## src/hdl/tfc_pkg.sv

```systemverilog
package tfc_pkg;

    localparam int FLOWS      = 32;
    localparam int CNT_W      = $clog2(FLOWS + 1);
    localparam int IDX_W      = $clog2(FLOWS);
    localparam int OUTQ_DEPTH = 4;
    localparam int OUTQ_CNT_W = $clog2(OUTQ_DEPTH + 1);
    localparam int OUTQ_PTR_W = $clog2(OUTQ_DEPTH);

    localparam logic [1:0] OP_PKT   = 2'd0;
    localparam logic [1:0] OP_OTHER = 2'd1;
    localparam logic [1:0] OP_FLUSH = 2'd2;
    localparam logic [1:0] OP_RSVD  = 2'd3;

    localparam logic [1:0] RSN_ACTIVE   = 2'd0;
    localparam logic [1:0] RSN_INACTIVE = 2'd1;
    localparam logic [1:0] RSN_FLUSH    = 2'd2;
    localparam logic [1:0] RSN_EVICT    = 2'd3;

    localparam logic [1:0] CFG_ACTIVE   = 2'd0;
    localparam logic [1:0] CFG_INACTIVE = 2'd1;
    localparam logic [1:0] CFG_BASE     = 2'd2;

    typedef enum logic [1:0] {
        K_PKT   = 2'd0,
        K_AGE   = 2'd1,
        K_FLUSH = 2'd2
    } t_kind;

    typedef struct packed {
        t_kind       kind;
        logic [31:0] time_ms;
        logic [31:0] src_addr;
        logic [31:0] dst_addr;
        logic [15:0] sport;
        logic [15:0] dport;
        logic [7:0]  tcp_flags;
        logic [15:0] ip_bytes;
    } t_item;

    typedef struct packed {
        logic [31:0] src_addr;
        logic [31:0] dst_addr;
        logic [15:0] sport;
        logic [15:0] dport;
        logic [31:0] packets;
        logic [31:0] bytes;
        logic [7:0]  flags;
        logic [31:0] first_time;
        logic [31:0] last_time;
    } t_entry;

    typedef struct packed {
        logic [31:0] src_addr;
        logic [31:0] dst_addr;
        logic [15:0] sport;
        logic [15:0] dport;
        logic [31:0] packets;
        logic [31:0] bytes;
        logic [7:0]  flags;
        logic [31:0] first_up;
        logic [31:0] last_up;
        logic [1:0]  reason;
        logic        last;
    } t_rec;

    function automatic t_rec make_rec(t_entry e, logic [1:0] reason, logic [31:0] base);
        t_rec r;
        r.src_addr = e.src_addr;
        r.dst_addr = e.dst_addr;
        r.sport    = e.sport;
        r.dport    = e.dport;
        r.packets  = e.packets;
        r.bytes    = e.bytes;
        r.flags    = e.flags;
        r.first_up = e.first_time - base;
        r.last_up  = e.last_time - base;
        r.reason   = reason;
        r.last     = 1'b0;
        return r;
    endfunction

endpackage

```

## src/hdl/tfc_front.sv

```systemverilog
module tfc_front (
    input  logic           i_clk,
    input  logic           i_rst_n,
    input  logic           i_valid,
    output logic           o_stall,
    input  logic [1:0]     i_opcode,
    input  logic [31:0]    i_time_ms,
    input  logic [31:0]    i_src_addr,
    input  logic [31:0]    i_dst_addr,
    input  logic [15:0]    i_sport,
    input  logic [15:0]    i_dport,
    input  logic [7:0]     i_tcp_flags,
    input  logic [15:0]    i_ip_bytes,
    output logic           o_item_valid,
    output tfc_pkg::t_item o_item,
    input  logic           i_item_pop
);
    import tfc_pkg::*;

    t_item      r_q [2];
    logic       r_wp;
    logic       r_rp;
    logic [1:0] r_cnt;
    logic       accept;
    t_item      item;

    assign o_stall      = (r_cnt == 2'd2);
    assign accept       = i_valid && !o_stall;
    assign o_item_valid = (r_cnt != 2'd0);
    assign o_item       = r_q[r_rp];

    always_comb begin
        item.time_ms   = i_time_ms;
        item.src_addr  = i_src_addr;
        item.dst_addr  = i_dst_addr;
        item.sport     = i_sport;
        item.dport     = i_dport;
        item.tcp_flags = i_tcp_flags;
        item.ip_bytes  = i_ip_bytes;
        // The unused opcode behaves as a non-TCP packet.
        unique case (i_opcode)
            OP_PKT:   item.kind = K_PKT;
            OP_FLUSH: item.kind = K_FLUSH;
            default:  item.kind = K_AGE;
        endcase
    end

    always_ff @(posedge i_clk) begin
        if (accept) begin
            r_q[r_wp] <= item;
        end
        if (!i_rst_n) begin
            r_wp  <= 1'b0;
            r_rp  <= 1'b0;
            r_cnt <= 2'd0;
        end else begin
            if (accept) begin
                r_wp <= !r_wp;
            end
            if (i_item_pop) begin
                r_rp <= !r_rp;
            end
            r_cnt <= r_cnt + 2'(accept) - 2'(i_item_pop);
        end
    end

endmodule

```

## config.mk

```make
export PLATFORM = sky130hd
export DESIGN_NAME = tfc_front
export DESIGN_NICKNAME = d
export VERILOG_FILES = /design/src/hdl/tfc_pkg.sv /design/src/hdl/tfc_front.sv
export SDC_FILE = /design/constraint.sdc
export NUM_CORES = 1
export LEC_CHECK = 0
export ABC_AREA = 1
export ABC_CLOCK_PERIOD_IN_PS = 15500
export BUFFER_PORTS_ARGS = -buffer_cell sky130_fd_sc_hd__buf_2
export CAP_MARGIN = 20
export CORE_MARGIN = 10
export CORE_UTILIZATION = 32
export CTS_BUF_LIST = sky130_fd_sc_hd__clkbuf_8
export CTS_CLUSTER_DIAMETER = 40
export DETAILED_ROUTE_END_ITERATION = 10
export SLEW_MARGIN = 10
export SYNTH_ARGS = -nofsm -noshare
export SYNTH_HDL_FRONTEND = slang
export SYNTH_SLANG_ARGS = --single-unit
```

## constraint.sdc

```tcl
create_clock -name i_clk -period 15.5 [get_ports i_clk]
set_clock_uncertainty 0.15 [all_clocks]
set_input_delay 3.1 -clock i_clk [delete_from_list [all_inputs] [get_ports i_clk]]
set_output_delay 3.1 -clock i_clk [all_outputs]
set_load 0.01 [all_outputs]
```

Yosys cells after proc, flatten, opt, wreduce, memory -nomap -nowiden
Memory sizes are Yosys's and may differ from the RTL's. A register that Yosys moved wholly into a read port is not among the register bits.
Index checks and enable logic that the tools add are counted.
{"block": "word_totals", "ff_bits": 4, "mem_bits_rw": 308, "output_inout_bits": 156, "memories": 1}
{"block": "op_classes", "addsub": 2, "eq_ne": 2, "n_mux": 5, "reduce_logical": 6}
{"memory": "r_q", "depth": 2, "word_bits": 154, "rd": 1, "rd_ports_with_merged_regs": 1, "write_ports": 1, "line": "tfc_front.sv:20", "text": "t_item r_q [2];"}
{"operator": "$eq 2x2->1 const B", "n": 2}
{"operator": "$mux 1", "n": 4}
{"operator": "$pmux 2 s2", "n": 1}
{"operator": "$logic_not 1->1", "n": 3}
{"operator": "$add 2x1->2", "n": 1}
{"operator": "$logic_not 2->1", "n": 1}
{"operator": "$reduce_bool 2->1", "n": 1}
{"operator": "$sub 2x1->2", "n": 1}
{"operator": "$logic_and 1x1->1", "n": 1}

Logic depth before layout (Yosys ltp)
{"block": "logic_depth", "ltp_word": 5, "depth_mapped": 11, "mapped_depth_nobuf": 11}

Least setup slack after synthesis
OpenSTA, ideal clock, no wires.
{"block": "synth_path", "kind": "input -> register", "from": "in i_valid", "to": "mem r_q[0][0] (netlist bit), enable pin", "setup_time_ns": 0.669, "arrival_ns": 9.560, "slack_ns": 5.121, "stages": 2, "cell_sequence": "nand2_1 nor2_1"}
{"block": "synth_between", "elab_chain_cells": 3}
{"element": "from (decl)", "line": "tfc_front.sv:4", "text": "input logic i_valid,"}
{"element": "$logic_and 1x1->1", "line": "tfc_front.sv:28", "text": "assign accept = i_valid && !o_stall;"}
{"element": "$mux 1", "line": "tfc_front.sv:49", "text": "if (accept) begin"}
{"element": "$mux 1 (implied by the code)", "line": "tfc_front.sv:50", "text": "r_q[r_wp] <= item;"}
{"element": "to (decl)", "line": "tfc_front.sv:20"}
Every way passes these cells.

==> metrics.log <==
INFO  metric post_synth_main_area_contributors = edfxtp_1 (80%), mux2_2 (9.1%), mux2_4 (7.8%)
INFO  metric placement.cell_area = between 10000 and 15000 um^2
INFO  metric rows = 69
INFO  metric design.portCount = roughly 310
INFO  metric totalNegativeSetupSlack = 0 ps
INFO  metric clock_buffer_count_from_cts = 52
INFO  metric tritoncts_clock_tree = yes
INFO  metric grt_overflow = 0
INFO  metric critical_path.reg2reg.endpoint = r_q[1][22]$_DFFE_PP_
INFO  metric layout.filler_cells = 3282
INFO  metric yosysTopAreaCellShare = 0.798
INFO  metric worst_skew_pair.late_latency = 590 ps
INFO  metric dpl_wire_length = about 17000 um
INFO  metric die_y = roughly 210 um
INFO  metric layout_common_cells = buf_2 (313), edfxtp_1 (308), mux2_2 (94)
INFO  metric ant_nets = 0
INFO  metric final_layout_size_suffix_gt1_frac = 0.591
INFO  metric run_status = finished, final reports clean
INFO  metric syn-instance-count = roughly 520
INFO  metric finalWeightedCongestion = between 0.7 and 0.8
INFO  metric synth.avg_cell_area = about 22 um^2
INFO  metric synth_warnings = 0
INFO  metric critPathCaptureType = output pin
INFO  metric timing_hold_violations_final = 0
INFO  metric num-nets-final = between 1000 and 1500
INFO  metric final_common_cell = buf_2
INFO  metric coreArea = ~36000 um^2
INFO  metric path_depth_of_the_worst_reg2reg_path = 5
INFO  metric post_place_worst_slack = 9890 ps
INFO  metric p_leak = about 5.6 nW
INFO  metric post-synth-top-area-cell = edfxtp_1
INFO  metric clk_path_buf_depth = 3
INFO  metric grt_start_max_net_pins = 84
INFO  metric min_period_over_period = 0.385
INFO  metric max-vdd-ir-drop = 0.0000765 V
INFO  metric pre_repair_dr_iteration_count = 4
INFO  metric path_class = register to output pin
INFO  metric cts-hold-fix-buffers = 0
INFO  metric report.final.setup_viol = 0
INFO  metric synth.yosys.seq_area_share = 0.807
INFO  metric avgViaCountPerCell = 4.31
INFO  metric die-area = between 40000 and 50000 um^2
INFO  metric worstMarginPinSlew = between 1000 and 1500 ps
INFO  metric postLayoutSetupSlackWorst = around 9500 ps
INFO  metric hold_wc_path_type = register to register
INFO  metric clock-sinks = 313
INFO  metric dieWidth = between 200 and 250 um
INFO  metric clkSlewWorstSetupHoldPaths = around 60 ps
INFO  metric r2r-start = r_cnt[0]$_SDFF_PN0_
INFO  metric portBuffers = about 310
INFO  metric detail_route.iter0.violations = 209
INFO  metric rsz_0062_raised_after_global_routing = false
INFO  metric cts-root-buf = clkbuf_8
INFO  metric fmax = 0.168 GHz
INFO  metric synthesis.area = about 12000 um^2
INFO  metric antenna_found_initial = 3
INFO  metric drv.max_cap_violation_count = 0
INFO  metric avgRoutedWirePerCell = roughly 19 um
INFO  metric route.final.wire_length = approximately 26000 um
INFO  metric cp_arrival = 2720 ps
INFO  metric hold_end = r_rp$_SDFFE_PN0P_
INFO  metric hold_path_depth = 2
INFO  metric ys_seq_elements = 313
INFO  metric cts.htree.levels = 2
INFO  metric post_cts_repair_timing_setup_buffer_count = 0
INFO  metric slew_viol_final = 0
INFO  metric number_of_global_route_vias_before_repair = 6478
INFO  metric total_vias_in_the_final_route = 5924
INFO  metric hold_slack = about 360 ps
INFO  metric start_kind = register
INFO  metric synth.lib_cells_used.distinct = 13
INFO  metric drc = 0
INFO  metric grt_first_pass_wirelength = about 38000 um
INFO  metric final_design_area_no_fill = about 15000 um^2
INFO  metric timing.critical_path.fanout_max = between 60 and 70
INFO  metric cts-resized-gates = 0
INFO  metric floorplan.initialDensity = 0.325
INFO  metric grt_util_all_layers = 0.112
INFO  metric timing.final.crit_period = 5970 ps
INFO  metric slew_headroom = 0.300
INFO  metric area_delta_synth_final = 26.0%
INFO  metric timing.reg2reg.setup_slack = approximately 13000 ps
INFO  metric min-delay-start = r_rp$_SDFFE_PN0P_
INFO  metric syn-num-nets = around 680
INFO  metric cp.required = between 10000 and 15000 ps
INFO  metric power.density = about 130 nW/um^2
[worst max-delay path by stage]
stage                        start              endpoint  slack, ps  cells after the start
after floorplan            i_valid   r_q[0][0]$_DFFE_PP_       5120                      2
after global placement     i_valid  r_q[1][19]$_DFFE_PP_       9870                      4
after detailed placement   i_valid  r_q[1][19]$_DFFE_PP_       9890                      4
after CTS                 register            o_item[74]       9370                      3
after global routing      register             o_item[1]       9340                      3
final                     register             o_item[1]       9530                      3
[cells in the mapped netlist, drive strengths merged]
| master | number |
|---|---|
| clkbuf | 1 |
| edfxtp | 308 |
| inv | 8 |
| dfxtp | 5 |
| a21oi | 2 |
| nand3 | 2 |
| buf | 17 |
| ha | 2 |
| nand2 | 10 |
| nor2 | 7 |
| mux2 | 154 |
[registers in the layout, summed over array words and instances (netlist names), named ones only]
signal and cells:
r_cnt 2, r_wp 1, r_q 308, r_rp 1
[through the flow]
step / utilization / power, mW / cells
final: 0.409 / 1.93 / 1373
after global routing: 0.409 / 2.02 / 1372
after CTS: 0.409 / 1.97 / 1371
after detailed placement: 0.383 / 1.30 / 1277
after global placement: 0.383 / 1.29 / 1277
after floorplan: - / 1.20 / 516
[kinds of logic after synthesis]
| kind of cell | share of synthesized area |
|---|---|
| flip-flops | 0.807 |
| adder cells (fa/ha/maj) | 0.00216 |
| buffers and inverters | 0.0146 |
| AO/OA/AOI/OAI | 0.000864 |
| AND/OR/NAND/NOR | 0.00637 |
| multiplexers | 0.169 |
[routing by layer]
metal | GRT usage | share of wire | vias to the layer above | routed length [um]
met1 | 0.126 | 0.40 | 2882 | 10300
met4 | 0.0547 | 0.030 | 4 | 773
met2 | 0.184 | 0.48 | 227 | 12400
met3 | 0.0424 | 0.081 | 53 | 2080
li1 | - | - | 2758 | -
met5 | 0 | 0.0011 | - | 27
[power breakdown]
group / total, mW / internal [mW] / leakage (nW) / switching [mW]
Sequential: 1.03 / 1.02 / 2.91 / 0.0169
Clock: 0.655 / 0.340 / 0.563 / 0.314
Combinational: 0.238 / 0.106 / 2.17 / 0.132
Total: 1.93 / 1.46 / 5.65 / 0.464
[worst max-delay path, cell delays in order, from the launching register on]
cell and delay [ps]:
dfxtp_4 640, buf_4 830, mux2_2 420, buf_2 140
[cell type report]
type | count | area, um^2 | area share
Antenna cell | 2 | 5.00 | 0.000343
Clock buffer | 54 | 743 | 0.0509
Clock inverter | 40 | 201 | 0.0138
Inverter | 8 | 35.0 | 0.00240
Multi-Input combinational cell | 177 | 2080 | 0.142
Sequential cell | 313 | 9350 | 0.641
Tap cell | 461 | 577 | 0.0395
Timing Repair Buffer | 318 | 1600 | 0.110
No activity file was read; power rests on OpenSTA's default activity.
