<file path="config.mk">
export PLATFORM = sky130hd
export DESIGN_NAME = tfc_outq
export DESIGN_NICKNAME = d
export VERILOG_FILES = /design/src/hdl/tfc_pkg.sv /design/src/hdl/tfc_outq.sv
export SDC_FILE = /design/constraint.sdc
export NUM_CORES = 1
export LEC_CHECK = 0
export BUFFER_PORTS_ARGS = -buffer_cell sky130_fd_sc_hd__buf_2
export CAP_MARGIN = 5
export CORE_UTILIZATION = 45
export CTS_CLUSTER_DIAMETER = 200
export DETAILED_ROUTE_END_ITERATION = 6
export GPL_TIMING_DRIVEN = 0
export PLACE_DENSITY = 0.68
export SLEW_MARGIN = 20
export SYNTH_ARGS = -nofsm -noshare
export SYNTH_HDL_FRONTEND = slang
export SYNTH_SLANG_ARGS = --single-unit
export TNS_END_PERCENT = 1
</file>
<file path="constraint.sdc">
create_clock -name i_clk -period 6.9 [get_ports i_clk]
set_input_delay 0.69 -clock i_clk [delete_from_list [all_inputs] [get_ports i_clk]]
set_output_delay 0.69 -clock i_clk [all_outputs]
set_load 0.1 [all_outputs]
</file>
<file path="src/hdl/tfc_pkg.sv">
package tfc_pkg;

    localparam int FLOWS      = 32;
    localparam int CNT_W      = $clog2(FLOWS + 1);
    localparam int IDX_W      = $clog2(FLOWS);
    localparam int OUTQ_DEPTH = 4;
    localparam int OUTQ_CNT_W = $clog2(OUTQ_DEPTH + 1);
    localparam int OUTQ_PTR_W = $clog2(OUTQ_DEPTH);

    localparam logic [1:0] OP_PKT   = 2'd0;
    localparam logic [1:0] OP_OTHER = 2'd1;
    localparam logic [1:0] OP_FLUSH = 2'd2;
    localparam logic [1:0] OP_RSVD  = 2'd3;

    localparam logic [1:0] RSN_ACTIVE   = 2'd0;
    localparam logic [1:0] RSN_INACTIVE = 2'd1;
    localparam logic [1:0] RSN_FLUSH    = 2'd2;
    localparam logic [1:0] RSN_EVICT    = 2'd3;

    localparam logic [1:0] CFG_ACTIVE   = 2'd0;
    localparam logic [1:0] CFG_INACTIVE = 2'd1;
    localparam logic [1:0] CFG_BASE     = 2'd2;

    typedef enum logic [1:0] {
        K_PKT   = 2'd0,
        K_AGE   = 2'd1,
        K_FLUSH = 2'd2
    } t_kind;

    typedef struct packed {
        t_kind       kind;
        logic [31:0] time_ms;
        logic [31:0] src_addr;
        logic [31:0] dst_addr;
        logic [15:0] sport;
        logic [15:0] dport;
        logic [7:0]  tcp_flags;
        logic [15:0] ip_bytes;
    } t_item;

    typedef struct packed {
        logic [31:0] src_addr;
        logic [31:0] dst_addr;
        logic [15:0] sport;
        logic [15:0] dport;
        logic [31:0] packets;
        logic [31:0] bytes;
        logic [7:0]  flags;
        logic [31:0] first_time;
        logic [31:0] last_time;
    } t_entry;

    typedef struct packed {
        logic [31:0] src_addr;
        logic [31:0] dst_addr;
        logic [15:0] sport;
        logic [15:0] dport;
        logic [31:0] packets;
        logic [31:0] bytes;
        logic [7:0]  flags;
        logic [31:0] first_up;
        logic [31:0] last_up;
        logic [1:0]  reason;
        logic        last;
    } t_rec;

    function automatic t_rec make_rec(t_entry e, logic [1:0] reason, logic [31:0] base);
        t_rec r;
        r.src_addr = e.src_addr;
        r.dst_addr = e.dst_addr;
        r.sport    = e.sport;
        r.dport    = e.dport;
        r.packets  = e.packets;
        r.bytes    = e.bytes;
        r.flags    = e.flags;
        r.first_up = e.first_time - base;
        r.last_up  = e.last_time - base;
        r.reason   = reason;
        r.last     = 1'b0;
        return r;
    endfunction

endpackage

</file>
<file path="src/hdl/tfc_outq.sv">
module tfc_outq (
    input  logic                           i_clk,
    input  logic                           i_rst_n,
    input  logic                           i_push,
    input  tfc_pkg::t_rec                  i_rec,
    output logic [tfc_pkg::OUTQ_CNT_W-1:0] o_free,
    output logic                           o_valid,
    input  logic                           i_stall,
    output tfc_pkg::t_rec                  o_rec
);
    import tfc_pkg::*;

    t_rec                  r_mem [OUTQ_DEPTH];
    logic [OUTQ_PTR_W-1:0] r_wp;
    logic [OUTQ_PTR_W-1:0] r_rp;
    logic [OUTQ_CNT_W-1:0] r_cnt;
    logic                  pop;

    assign o_valid = (r_cnt != '0);
    assign pop     = o_valid && !i_stall;
    assign o_rec   = r_mem[r_rp];
    assign o_free  = OUTQ_CNT_W'(OUTQ_DEPTH) - r_cnt;

    always_ff @(posedge i_clk) begin
        if (i_push) begin
            r_mem[r_wp] <= i_rec;
        end
        if (!i_rst_n) begin
            r_wp  <= '0;
            r_rp  <= '0;
            r_cnt <= '0;
        end else begin
            if (i_push) begin
                r_wp <= r_wp + OUTQ_PTR_W'(1);
            end
            if (pop) begin
                r_rp <= r_rp + OUTQ_PTR_W'(1);
            end
            r_cnt <= r_cnt + OUTQ_CNT_W'(i_push) - OUTQ_CNT_W'(pop);
        end
    end

endmodule

</file>
Word-level counts from Yosys, hierarchy flattened
Memories as Yosys holds them, arrays and structs flattened. A register that Yosys moved wholly into a read port is not among the register bits.
Index checks and enable logic that the tools add are counted.
Storage, ports and cells
  word-level logic and storage cells: 16
  RAM bits: 940
  input bits: 239
  register bits: 7
  memories kept: 1
  output and inout bits: 239
Cells by class
  add/sub/neg operators: 5
  mux-type cells: 4
  reduce and logical (&&, ||, !) cells: 3
Memories
  r_mem: words 4, bits a word 235, read ports 1, clocked after Yosys merged registers in 1, write ports 1, line tfc_outq.sv:13  | t_rec r_mem [OUTQ_DEPTH];
Operators by type and width (count)
  $add 2x1->2 const B: 2
  $mux 2: 2
  $add 3x1->3: 1
  $reduce_bool 3->1: 1
  $sub 3x1->3: 1
  $sub 3x3->3 const A: 1
  $mux 1: 2
  $logic_and 1x1->1: 1
  $logic_not 1->1: 1

Logic depth before layout (Yosys ltp)
Gate-level depths: netlist of run 1.
  depth after elaboration: 4
  depth in mapped cells: 10
  mapped depth without buffers: 10

Worst setup path before layout of run 1
Ideal clock, no wire load.
  path type: input port to flip-flop
  start: in i_push
  end: mem r_mem[0][0] (netlist name) (enable)
  library setup time: 0.624 ns
  buffers on the path: 0
  arrival time: 6.008 ns
  data required time: 6.276 ns
  slack: 0.268 ns
  stages: 1
  cells stage by stage: and2_1
On the way
  longest elaborated chain between the ends: 2
RTL lines
  start, declared: line tfc_outq.sv:4  | input logic i_push,
  $mux 1: line tfc_outq.sv:25  | if (i_push) begin
  $mux 1 (not written as such): line tfc_outq.sv:26  | r_mem[r_wp] <= i_rec;
  end, declared: line tfc_outq.sv:13
Every way passes these cells.

==> impl_metrics.csv, run 1 <==
group,metric,value,unit
status,status,"complete, no violations",
power,power,0.0165,W
drt,dr_total_vias,15500,
placement,place_congestion,0.730,
yosys,ys_ff_latch,949,
clock_network,clock-sinks,949,
drt,viasPerCell,5.33,
finish,nets,2121,
drt,wl_per_cell,23.6,microns
drt,ant_nets,0,
critical_path,worst-r2r-setup-slack,4.40,ns
clock_network,clkLatencyLatePin,0.64,ns
global_routing,antenna_found_initial,24,
placement,postPlaceCellArea,38500,sq um
drt,drtIter0Drc,1142,
global_routing,grt_max_degree,48,
yosys,netlist_instances,1276,
yosys,synth.largest_area_cell,"edfxtp_1",
critical_path,critical_path_class,"flop to primary output",
critical_path,crit_fanout,10,
yosys,yosysSeqAreaShare,0.826,
timing,min_period,3.70,ns
run,maxCapViolations,0,
floorplanning,core,75100,sq um
timing,finalHoldViolCount,0,
floorplanning,die_area,77500,sq um
yosys,avgSynthCellArea,26.9,sq um
finish,area_delta_synth_final,20.4,%
critical_path,cp-endpoint,"o_rec[139]",
finish,drive_gt1_frac,0.464,
clock_network,clock_path_buffers,3,
timing,fmax,0.270,GHz
clock_network,root_buffer,"clkbuf_16",
drt,drtPass1Iterations,5,
global_routing,first_global_vias,16700,
placement,io_buffer_count,477,
yosys,ys_top_cells_by_count,"edfxtp_1, mux4_2, buf_2, buf_6",
placement,hpwlAfterDp,44200,microns
yosys,yosysMostFrequentCell,"edfxtp_1",
timing,slew_headroom,0.519,
critical_path,timing.rr.end,"r_cnt[2]",
yosys,netlist-cell-type-count,23,
floorplanning,num_rows,100,
clock_network,htreeDepth,3,
clock_network,clkTransAtPathRegs,0.06,ns
floorplanning,io_pins,478,
drt,wl,68600,microns
yosys,syn-cell-area,34400,sq um
timing,slew_violations,0,
critical_path,cp_data_arrival_time,3.01,ns
yosys,yosys-top-cells-area,"edfxtp_1, mux4_2, buf_6, dfxtp_1, buf_2",
clock_network,cts_tree,"built",
finish,finalInstanceArea,41400,sq um
yosys,synth-async-reset-ratio,0,
yosys,yosysWarnings,0,
global_routing,gr-total-overflow,0,
power,peakVddDrop,437,uV
clock_network,cts_buffers,96,
power,p_leak,13.9,nW
critical_path,r2r-start,"r_cnt[1]",
yosys,syn_nets,1524,
finish,regArea,28400,sq um
finish,multi_input_area,5580,sq um
timing,setup_viol,0,
finish,n_fill_cell,5610,
timing,fin_crit_sh,0.537,
floorplanning,initial_core_util,0.458,
critical_path,r2r_cells,10,
timing,fin_skew,0.0219,ns
clock_network,cts_hold_buf,0,
critical_path,required,6.21,ns
global_routing,grt_pass1_wl,102000,microns
power,power_density,399,nW/um^2
yosys,ys.flop_type,"edfxtp_1",
hold_path,hp-class,"primary input to flop",
placement,dp.cells,2744,
clock_network,post_cts_resized,0,
finish,layout.cells.non_filler,2912,
floorplanning,die_w,278,microns
critical_path,start_kind,"flop",
yosys,synth_edf_count,940,
global_routing,grt_use_total,0.177,
yosys,yosysTopAreaCellShare,0.821,
critical_path,cp-end-kind,"primary output",
drt,drc_errors,0,
floorplanning,die_h,278,microns
timing,worstMarginPinSlew,0.721,ns
clock_network,cts_setup_buffers,0,
timing,rsz0062_at_grt,"false",
==> cells in the final DEF (no fill, tap or decap), types with 2 or more instances in the layout <==
cell       instances
buf_6             18
a21boi_0           2
mux2i_1            2
clkinv_1          27
buf_2            503
clkinv_2          12
inv_1              9
and2_4             4
ha_1               8
mux4_2           235
buf_1              7
dfxtp_1            9
diode_2            5
buf_16            16
buf_12             6
bufinv_16          3
clkbuf_1          21
edfxtp_1         940
and2_1             4
clkbuf_16         96
inv_16             3
==> per-stage QoR <==
step	setup TNS [ns]	hold WS (ns)	utilization	setup WS, ns
2_1_floorplan	0	0.445	-	0.268
5_1_grt	0	0.224	0.551	3.04
3_5_place_dp	0	0.465	0.514	3.74
6_report	0	0.256	0.551	3.20
4_1_cts	0	0.203	0.551	3.03
3_3_place_gp	-4078.24	0.460	0.506	-4.37
==> critical path, stage by stage (launching register included) <==
cell and delay (ns):
dfxtp_1 0.30, buf_2 0.43, buf_2 0.41, buf_2 0.44, mux4_2 0.29, buf_2 0.46
==> cells by family after synthesis <==
logic type      share of synthesized area
flops                               0.826
mux                                 0.155
buf+inv                            0.0118
simple gates                      0.00244
fa+ha+maj                         0.00349
compound gates                   0.000582
xor+xnor                         0.000910
==> power breakdown <==
| group | total (W) | leakage (nW) | internal [W] | switching [W] |
|---|---|---|---|---|
| logic | 0.00510 | 3.78 | 0.00110 | 0.00400 |
| registers | 0.00669 | 8.71 | 0.00663 | 0.0000572 |
| clock network | 0.00470 | 1.38 | 0.00266 | 0.00204 |
| total | 0.0165 | 13.9 | 0.0104 | 0.00610 |
==> metal layers <==
metal,part of all wire,global-route usage
met5,0.0036,0
met1,0.39,0.224
met4,0.023,0.0513
met3,0.093,0.0623
met2,0.49,0.290
==> how the worst min path moves through the flow <==
| stage | startpoint | end | depth (start not counted) |
|---|---|---|---|
| global placement | r_rp[1] | r_rp[1] | 2 |
| detailed placement | r_rp[1] | flop | 2 |
| global route | i_rec[53] | r_mem[2][53] | 1 |
| CTS | i_rec[21] | r_mem[3][21] | 1 |
| floorplan | r_rp[1] | flop | 2 |
| finish | i_rec[21] | r_mem[3][21] | 1 |
==> state kept, by name (all words and copies together), names as in the netlist, named ones only <==
signal and cells:
r_mem 940, r_cnt 3, r_rp 2, r_wp 2
==> area by class of cell <==
class                      count  area share
sequential                   949       0.686
multi-input combinational    265       0.135
timing repair buffer         499      0.0712
clock buffer                 116      0.0599
tap                          969      0.0293
buffer                        53     0.00895
clock inverter                47     0.00846
inverter                       9    0.000816
antenna                        5    0.000302
(Power assumes the default switching activity.)
==> run 2, diff against run 1 <==
Clock period 6.9 ns to 3.25 ns, I/O delays scaled along.
==> run 2 against run 1 <==
Compared with the run above:
- register-to-register slack worse by 3.7 ns
- worst setup slack got worse by 2.9 ns
- combinational power increased by 120%
==> impl_metrics.csv, run 2 (synthesized netlist as in run 1, its figures left out) <==
group,metric,value,unit
floorplanning,io_pins,478,
floorplanning,num_rows,100,
global_routing,antenna_found_initial,9,
placement,dp.cells,2745,
run,maxCapViolations,0,
finish,nets,2358,
drt,wl_per_cell,22.5,microns
floorplanning,die_area,77500,sq um
finish,drive_gt1_frac,0.421,
clock_network,cts_buffers,95,
drt,drtIter0Drc,1180,
critical_path,r2r_cells,10,
hold_path,hp-class,"primary input to flop",
power,power_density,818,nW/um^2
drt,wl,71100,microns
clock_network,cts_tree,"built",
critical_path,cp_data_arrival_time,2.67,ns
timing,worstMarginPinSlew,0.688,ns
timing,min_period,3.00,ns
finish,layout.cells.non_filler,3160,
global_routing,gr-total-overflow,0,
finish,multi_input_area,5580,sq um
global_routing,grt_max_degree,45,
timing,fin_crit_sh,0.922,
finish,fin_util,0.587,
drt,ant_nets,0,
critical_path,start_kind,"flop",
power,p_leak,15.0,nW
critical_path,crit_fanout,10,
global_routing,grt_pass1_wl,107000,microns
drt,drc_errors,0,
clock_network,htreeDepth,3,
timing,slew_violations,0,
drt,drtPass1Iterations,5,
timing,slew_headroom,0.541,
floorplanning,initial_core_util,0.458,
placement,io_buffer_count,477,
floorplanning,core,75100,sq um
timing,fin_skew,0.0204,ns
global_routing,first_global_vias,17600,
global_routing,grt_use_total,0.184,
timing,finalHoldViolCount,0,
placement,hpwlAfterDp,45200,microns
hold_path,holdPathStages,3,
power,peakVddDrop,996,uV
finish,finalInstanceArea,44000,sq um
finish,largest_reg_flops,940,
finish,most-common-layout-cells,"edfxtp_1, buf_2, dlygate4sd3_1",
finish,final_common_cell,"edfxtp_1",
clock_network,clock-sinks,949,
clock_network,clkTransAtPathRegs,0.06,ns
critical_path,critical_path_class,"flop to primary output",
finish,area_delta_synth_final,28.1,%
clock_network,root_buffer,"clkbuf_16",
floorplanning,die_h,278,microns
finish,regArea,28400,sq um
timing,fmax,0.334,GHz
timing,setup_viol,0,
timing,fin_ws,0.254,ns
clock_network,clkLatencyLatePin,0.64,ns
critical_path,cp-end-kind,"primary output",
timing,rsz0062_at_grt,"false",
clock_network,clock_path_buffers,3,
placement,pre_cts_ws,0.516,ns
finish,n_fill_cell,5323,
finish,largest_registers,"r_mem x940, r_cnt x3",
placement,place_congestion,0.734,
timing,finalSetupTns,0,ns
critical_path,worst-r2r-setup-slack,0.73,ns
status,status,"complete, no violations",
finish,top_register,"r_mem",
drt,dr_total_vias,16600,
drt,viasPerCell,5.24,
floorplanning,die_w,278,microns
placement,postPlaceCellArea,38600,sq um
clock_network,cts_setup_buffers,0,
critical_path,required,2.92,ns
==> run 2: changes by cell type in the layout (fill, tap and decap cells not counted), sizes merged, moves of 2 or more <==
cell         change
clkinv           +2
bufinv           +7
clkbuf           -3
diode            +2
dlygate4sd3    +237
==> run 2: final cells by class <==
class	count	area share
Antenna cell	7	0.000398
Buffer	53	0.00852
Clock buffer	113	0.0560
Clock inverter	58	0.0137
Inverter	9	0.000767
Multi-Input combinational cell	265	0.127
Sequential cell	949	0.645
Tap cell	969	0.0275
Timing Repair Buffer	737	0.121
==> run 2: through the flow <==
step / power, W / hold slack [ns]
6_report: 0.0360 / 0.0639
5_1_grt: 0.0371 / 0.0694
4_1_cts: 0.0363 / 0.00516
3_5_place_dp: 0.0254 / 0.503
3_3_place_gp: 0.0253 / 0.458
2_1_floorplan: 0.0236 / 0.424
==> run 2: report_power, final <==
| part | internal [W] | switching (W) |
|---|---|---|
| clock network | 0.00624 | 0.00445 |
| registers | 0.0141 | 0.000127 |
| logic | 0.00253 | 0.00859 |
==> run 2: worst max-delay path, cell delays in order (launching register included) <==
cell and delay (ns):
dfxtp_1 0.31, buf_4 0.27, buf_2 0.38, buf_2 0.36, mux4_2 0.26, buf_2 0.43
==> run 2: timing repair <==
item | in CTS | in global routing
hold endpoints to repair | 942 | 0
endpoints found under the setup margin | 64 | 0
hold buffers | 237 | 0
resized for setup | 3 | 0
==> run 2: per-layer routing <==
layer | track usage | part of all wire | vias up
met2 | 0.308 | 0.51 | 577
met1 | 0.235 | 0.39 | 8628
met3 | 0.0504 | 0.080 | 115
li1 | - | - | 7240
met5 | 0 | 0.00031 | -
met4 | 0.0551 | 0.024 | 4
==> run 2: path summary, 6_finish.rpt <==
path,from,to
worst max register to register,r_cnt[1],r_cnt[2]
worst min register to register,r_rp[1],r_rp[1]
worst min-delay path,i_stall,r_rp[0]
worst max-delay path,flop,o_rec[224]
